$ cat config.mk
export PLATFORM = sky130hd
export DESIGN_NAME = touch_point_smoother
export DESIGN_NICKNAME = d
export VERILOG_FILES = /design/src/hw/rtl/tps_pkg.sv /design/src/hw/rtl/touch_point_smoother.sv
export SDC_FILE = /design/constraint.sdc
export NUM_CORES = 1
export LEC_CHECK = 0
export ABC_AREA = 1
export BUFFER_PORTS_ARGS = -buffer_cell sky130_fd_sc_hd__buf_2
export CAP_MARGIN = 20
export CORE_MARGIN = 2
export CORE_UTILIZATION = 50
export DETAILED_ROUTE_END_ITERATION = 12
export MAX_ROUTING_LAYER = met4
export PLACE_DENSITY = 0.72
export SLEW_MARGIN = 5
export SYNTH_ARGS = -nofsm -noshare
export SYNTH_HDL_FRONTEND = slang
export SYNTH_SLANG_ARGS = --single-unit
$ cat constraint.sdc
create_clock -name clk -period 6.23 [get_ports clk]
set_input_delay 0.9345 -clock clk [delete_from_list [all_inputs] [get_ports clk]]
set_output_delay 0.9345 -clock clk [all_outputs]
set_load 0.02 [all_outputs]
$ cat src/hw/rtl/tps_pkg.sv
// Package for the touch point smoother: payload types, register codes
// and the averaging function. Depends on nothing.
package tps_pkg;

  localparam int COORD_BITS = 12;
  localparam int SHIFT_BITS = 4;
  localparam int ACC_BITS   = COORD_BITS + (1 << SHIFT_BITS);

  typedef logic [COORD_BITS-1:0] coord_t;
  typedef logic [SHIFT_BITS-1:0] shift_t;
  typedef logic [ACC_BITS-1:0]   acc_t;

  // Register indexes on the configuration port (word addresses).
  typedef enum logic [1:0] {
    REG_TOUCH_ENABLED    = 2'd0,
    REG_POLL_INTERVAL_MS = 2'd1,
    REG_SMOOTHING_SHIFT  = 2'd2,
    REG_SCREEN_HEIGHT    = 2'd3
  } reg_index_t;

  // Reset values of the registers.
  localparam logic [15:0]     POLL_INTERVAL_RESET = 16'd20;
  localparam shift_t          SHIFT_RESET         = 4'd2;
  localparam coord_t          HEIGHT_RESET        = 12'd320;

  typedef struct packed {
    logic [31:0] now_ms;
    logic [1:0]  touch_count;
    logic [7:0]  x_high_byte;
    logic [7:0]  x_low_byte;
    logic [7:0]  y_high_byte;
    logic [7:0]  y_low_byte;
  } in_item_t;

  typedef struct packed {
    logic [11:0] screen_x;
    logic [11:0] screen_y;
    logic        pressed;
    logic        new_press;
  } out_item_t;

  // Exponential average: (old * (2^sh - 1) + raw) >> sh, done as a shift,
  // a subtract and an add. The sum stays below 2^(COORD_BITS + sh).
  function automatic coord_t blend(input coord_t old_val, input coord_t raw_val,
                                   input shift_t sh);
    acc_t old_ext;
    acc_t acc;
    old_ext = acc_t'(old_val);
    acc     = (old_ext << sh) - old_ext + acc_t'(raw_val);
    return coord_t'(acc >> sh);
  endfunction

endpackage

$ cat src/hw/rtl/touch_point_smoother.sv
// Touch point smoother top level: APB registers, sampling, averaging and
// the rotated result with a two-entry output buffer. Depends on tps_pkg.
//
// Usage: each input transaction on in_valid/in_stall/in_data is one poll of
// the touch controller. Every poll yields exactly one result transaction on
// out_valid/out_stall/out_data, in order.
// An accepted poll is registered into the result register, or into the skid
// register while the receiver stalls. Throughput is one poll per cycle while
// in_stall is low; the whole update (interval compare, shift-and-add average,
// mirror subtract) sits between the input handshake and the result register.
// A result register and a skid register decouple the two sides: while the
// receiver stalls, one more poll is still taken; in_stall rises only once
// both are full and falls as soon as the receiver takes a result.
// Reset (rst, synchronous, active high) clears the held point, the press
// history and the last sample time, empties the output buffer and sets the
// registers to enabled 0, interval 20 ms, shift 2, height 320.
// Registers are written over APB at byte addresses 0, 4, 8 and 12, by the
// user only while the block is idle (not enforced); pready is always high.
module touch_point_smoother (
  input  logic              clk,
  input  logic              rst,
  input  logic              in_valid,
  output logic              in_stall,
  input  tps_pkg::in_item_t in_data,
  output logic              out_valid,
  input  logic              out_stall,
  output tps_pkg::out_item_t out_data,
  input  logic              psel,
  input  logic              penable,
  input  logic              pwrite,
  input  logic [3:0]        paddr,
  input  logic [31:0]       pwdata,
  output logic [31:0]       prdata,
  output logic              pready
);
  import tps_pkg::*;

  // Configuration registers.
  logic        touch_enabled;
  logic [15:0] poll_interval_ms;
  shift_t      smoothing_shift;
  coord_t      screen_height;

  // Filter state.
  coord_t      smoothed_x;
  coord_t      smoothed_y;
  logic        held_pressed;
  logic        previous_pressed;
  logic [31:0] last_sample_time;

  // Output buffer.
  out_item_t   skid_data;
  logic        skid_valid;

  reg_index_t  reg_sel;
  logic        cfg_write;

  coord_t      raw_x;
  coord_t      raw_y;
  logic [31:0] elapsed;
  logic        sample;
  logic        touch;
  coord_t      smoothed_x_next;
  coord_t      smoothed_y_next;
  logic        held_pressed_next;
  out_item_t   result;
  logic        accept;
  logic        take;

  assign pready    = 1'b1;
  assign reg_sel   = reg_index_t'(paddr[3:2]);
  assign cfg_write = psel && penable && pwrite;

  // Register write port.
  always_ff @(posedge clk) begin
    if (rst) begin
      touch_enabled    <= 1'b0;
      poll_interval_ms <= POLL_INTERVAL_RESET;
      smoothing_shift  <= SHIFT_RESET;
      screen_height    <= HEIGHT_RESET;
    end else if (cfg_write) begin
      case (reg_sel)
        REG_TOUCH_ENABLED:    touch_enabled    <= pwdata[0];
        REG_POLL_INTERVAL_MS: poll_interval_ms <= pwdata[15:0];
        REG_SMOOTHING_SHIFT:  smoothing_shift  <= pwdata[SHIFT_BITS-1:0];
        REG_SCREEN_HEIGHT:    screen_height    <= pwdata[COORD_BITS-1:0];
        default: ;
      endcase
    end
  end

  // Register read port.
  always_comb begin
    case (reg_sel)
      REG_TOUCH_ENABLED:    prdata = {31'b0, touch_enabled};
      REG_POLL_INTERVAL_MS: prdata = {16'b0, poll_interval_ms};
      REG_SMOOTHING_SHIFT:  prdata = {{(32-SHIFT_BITS){1'b0}}, smoothing_shift};
      REG_SCREEN_HEIGHT:    prdata = {{(32-COORD_BITS){1'b0}}, screen_height};
      default:              prdata = 32'b0;
    endcase
  end

  // Unpack the point and decide whether this poll is a fresh sample.
  assign raw_x   = {in_data.x_high_byte[3:0], in_data.x_low_byte};
  assign raw_y   = {in_data.y_high_byte[3:0], in_data.y_low_byte};
  assign elapsed = in_data.now_ms - last_sample_time;
  assign sample  = elapsed >= {16'b0, poll_interval_ms};
  assign touch   = (in_data.touch_count != 2'd0) && ((raw_x != '0) || (raw_y != '0));

  // Next held point: start, blend, release or hold.
  always_comb begin
    smoothed_x_next   = smoothed_x;
    smoothed_y_next   = smoothed_y;
    held_pressed_next = held_pressed;
    if (sample) begin
      held_pressed_next = touch;
      if (touch && held_pressed) begin
        smoothed_x_next = blend(smoothed_x, raw_x, smoothing_shift);
        smoothed_y_next = blend(smoothed_y, raw_y, smoothing_shift);
      end else if (touch) begin
        smoothed_x_next = raw_x;
        smoothed_y_next = raw_y;
      end
    end
  end

  // Rotated result; all zero while disabled or released.
  always_comb begin
    result = '0;
    if (touch_enabled && held_pressed_next) begin
      result.screen_x = smoothed_y_next;
      result.screen_y = (screen_height > smoothed_x_next) ?
                        (screen_height - smoothed_x_next) : '0;
      result.pressed  = 1'b1;
    end
    result.new_press = touch_enabled && held_pressed_next && !previous_pressed;
  end

  assign in_stall = skid_valid;
  assign accept   = in_valid && !skid_valid;
  assign take     = out_valid && !out_stall;

  // Filter state update; a disabled poll leaves it untouched.
  always_ff @(posedge clk) begin
    if (rst) begin
      smoothed_x       <= '0;
      smoothed_y       <= '0;
      held_pressed     <= 1'b0;
      previous_pressed <= 1'b0;
      last_sample_time <= 32'b0;
    end else if (accept && touch_enabled) begin
      smoothed_x       <= smoothed_x_next;
      smoothed_y       <= smoothed_y_next;
      held_pressed     <= held_pressed_next;
      previous_pressed <= held_pressed_next;
      if (sample) begin
        last_sample_time <= in_data.now_ms;
      end
    end
  end

  // Output buffer control: result register plus one skid entry.
  always_ff @(posedge clk) begin
    if (rst) begin
      out_valid  <= 1'b0;
      skid_valid <= 1'b0;
    end else if (skid_valid) begin
      if (take) begin
        skid_valid <= 1'b0;
      end
    end else if (accept) begin
      if (out_valid && !take) begin
        skid_valid <= 1'b1;
      end else begin
        out_valid <= 1'b1;
      end
    end else if (take) begin
      out_valid <= 1'b0;
    end
  end

  // Output buffer data.
  always_ff @(posedge clk) begin
    if (skid_valid) begin
      if (take) begin
        out_data <= skid_data;
      end
    end else if (accept) begin
      if (out_valid && !take) begin
        skid_data <= result;
      end else begin
        out_data <= result;
      end
    end
  end

endmodule

==> results.ini <==
[detailed_routing]
post_drt_wl_per_cell_um=15.88
vias=19671
finalWirelength_mm=57.83
vias_per_cell=5.401
drtPass1Iterations=7
drt-initial-drc-count=1635
detail-route-antenna-nets=0
drc=0

[global_routing]
grt-ovfl-total=0
grt_pass1_wl_mm=90.62
grt_max_degree=72
grt_util_all_layers_pct=32.43
grt_pass1_vias=17748
antenna_found_initial=2

[die]
die_h_um=190.6
die_area_mm2=0.03632
core_area_mm2=0.03437
die_w_um=190.6
start_util_pct=50.63
ios=170
row_count=68

[sta]
whs_ns=0.4570
fin_crit_sh_pct=94.52
clock_skew_ns=0.01077
tightest_slew_ns=0.9531
slew_headroom_pct=36.37
timing.final.ws_setup_ns=0.3411
rsz0062_at_grt=no
setup_tns_ns=0
max_freq_mhz=169.8
finalSetupViolations=0
hold_viol_final=0
slew_viol_final=0
finalCriticalPeriod_ns=5.889

[worst_setup_path]
r2r_slack_ns=0.34
endpoint_kind=register
crit_family=simple AND/OR/NAND/NOR gates
required_ns=6.42
critPathSlowestCell=fa_1
critical_path_arrival_ns=6.08
cp-start-kind=register
critical_path_depth=38
r2r_cells=38
worstSetupEndpoint=out_data[4]
cp.buffers_inverters=8
worstReg2RegStart=smoothing_shift[0]
critPathMaxStageDelay_ns=0.50
critPathMaxFanout=8
worstReg2RegEnd=out_data[4]
startpoint=smoothing_shift[0]
path_class=register to register

[placed_design]
placed_cells=3601
pre_cts_slack_ns=-0.01976
globalplace.congestion=0.9688
port_buffers=126
place_area_mm2=0.01922
dp_hpwl_mm=47.40

[yosys]
yosysMostFrequentCell=nand2_1
synth_top_area_share_pct=19.45
ys_ff_latch=144
syn-mean-instance-area_um2=5.842
synth_edf_count=52
synth_top_flop_cell=dfxtp_1
synth_cell_type_count=53
yosysWarningCount=0
syn_area_mm2=0.01740
yosys-top-cells-area=nand2_1 (19%), inv_1 (11%), dfxtp_1 (11%), nand3_1 (9.1%), edfxtp_1 (9.0%)
yosysSeqAreaShare_pct=19.55
synthTopCellsByCount=nand2_1 (902), inv_1 (491), nand3_1 (318)
synth_cells=2979
yosys.area.top_type=nand2_1
async_reset_ff_share_pct=0

[power_and_ir_drop]
p_sw_mw=1.438
power_frac_comb_pct=41.0
design_power_total_mw=3.617
total_leakage_power_nw=10.58
clockPowerShare_pct=31.2
cell_internal_pwr_mw=2.179
irDropWorstVdd_uv=211.5
p_per_area_mw_per_mm2=180.1
switching_share_pct=39.75
seq_power_share_pct=27.9

[worst_hold_path]
hold_path_class=register to register
min_from=last_sample_time[11]

[cts]
clockBufferDepth=2
clk_pin_slew_ns=0.07
clock_sinks=144
htreeDepth=4
root_buffer=clkbuf_16
numCtsBuffers=17
worstSkewPairLatency_ns=0.45
tritoncts=done

[final_layout]
nets=3413
drive_gt1_share_pct=13.25
final_core_util_pct=58.43
fin_cells=3642
nFillCells=3541
fin_area_mm2=0.02009
synthToLayoutAreaGrowth_pct=15.41

[run_status]
run_status=completed

[run]
cap_violations=0

## worst register-to-register path, delay by kind of cell (launching register included)
family	cells	cell delay (ns)
mux	2	0.30
fa+ha+maj	3	1.06
compound gates	7	1.04
flops	1	0.38
buf+inv	8	0.97
simple gates	17	1.67
xor+xnor	1	0.21
## area by class of cell
class                      instances  area, um^2  area share, %
timing repair buffer             275        1769          8.808
clock buffer                      17       425.4          2.118
sequential                       144        3411          16.98
inverter                         505        1898          9.450
antenna                            2       5.005        0.02492
multi-input combinational       2229       11790          58.71
tap                              455       569.3          2.834
clock inverter                    15       215.2          1.071
## routing by layer
layer | routed length [um] | GRT usage (%) | share of wire, % | vias to the layer above
li1 | - | - | - | 9965
met1 | 26310 | 43.28 | 45 | 8877
met2 | 25950 | 50.98 | 45 | 723
met3 | 3821 | 4.012 | 6.6 | 106
met4 | 1744 | 10.61 | 3.0 | 0
met5 | 0 | - | 0 | -
## layout by cell type (no fill, tap or decap), drive strengths merged, types with 17 or more instances in the layout
cell type | Yosys | final
a21oi | 158 | 158
ha | 106 | 106
xor2 | 31 | 31
edfxtp | 52 | 52
o22ai | 23 | 23
dfxtp | 92 | 92
mux2i | 20 | 20
o211ai | 17 | 17
fa | 26 | 26
clkbuf | 75 | 17
buf | 41 | 275
nand3 | 322 | 322
inv | 500 | 511
nand2 | 920 | 920
nor2 | 214 | 214
nand4 | 47 | 47
conb | 2 | 17
o21ai | 213 | 213
## flip-flops by register name (all words and copies together) (netlist names), named ones only
name,flops
last_sample_time,32
out_data,26
skid_data,26
poll_interval_ms,16
screen_height,12
smoothed_y,12
smoothed_x,11
smoothing_shift,4
in_stall,1
out_valid,1
previous_pressed,1
touch_enabled,1
## logic make-up after synthesis
group,Yosys count,synth area share (%)
simple gates,1556,38.20
other cells,2,0.04315
compound gates,466,14.62
xor+xnor,38,1.912
fa+ha+maj,132,10.61
mux,20,1.150
buf+inv,621,13.91
flops,144,19.55
## power groups by stage
stage	clock, mW	sequential, mW	combinational [mW]
2_1_floorplan	0	1.05	1.00
3_3_place_gp	0	1.03	1.41
3_5_place_dp	0	1.03	1.43
4_1_cts	1.14	1.01	1.44
5_1_grt	1.18	1.01	1.67
6_report	1.13	1.01	1.48
## repair_timing
item / in CTS / in global routing
pin swaps: 1 / 9
gates resized for setup: 1 / 69
endpoints found under the setup margin: 12 / 49
hold buffers: 0 / 0
buffers inserted: 4 / 3
## worst min path at each step
stage,to,depth (start not counted)
finish,last_sample_time[11],2
global route,last_sample_time[7],2
CTS,last_sample_time[16],2
detailed placement,last_sample_time[16],2
global placement,last_sample_time[22],2
floorplan,last_sample_time[10],2
No activity file was read; power rests on OpenSTA's default activity.
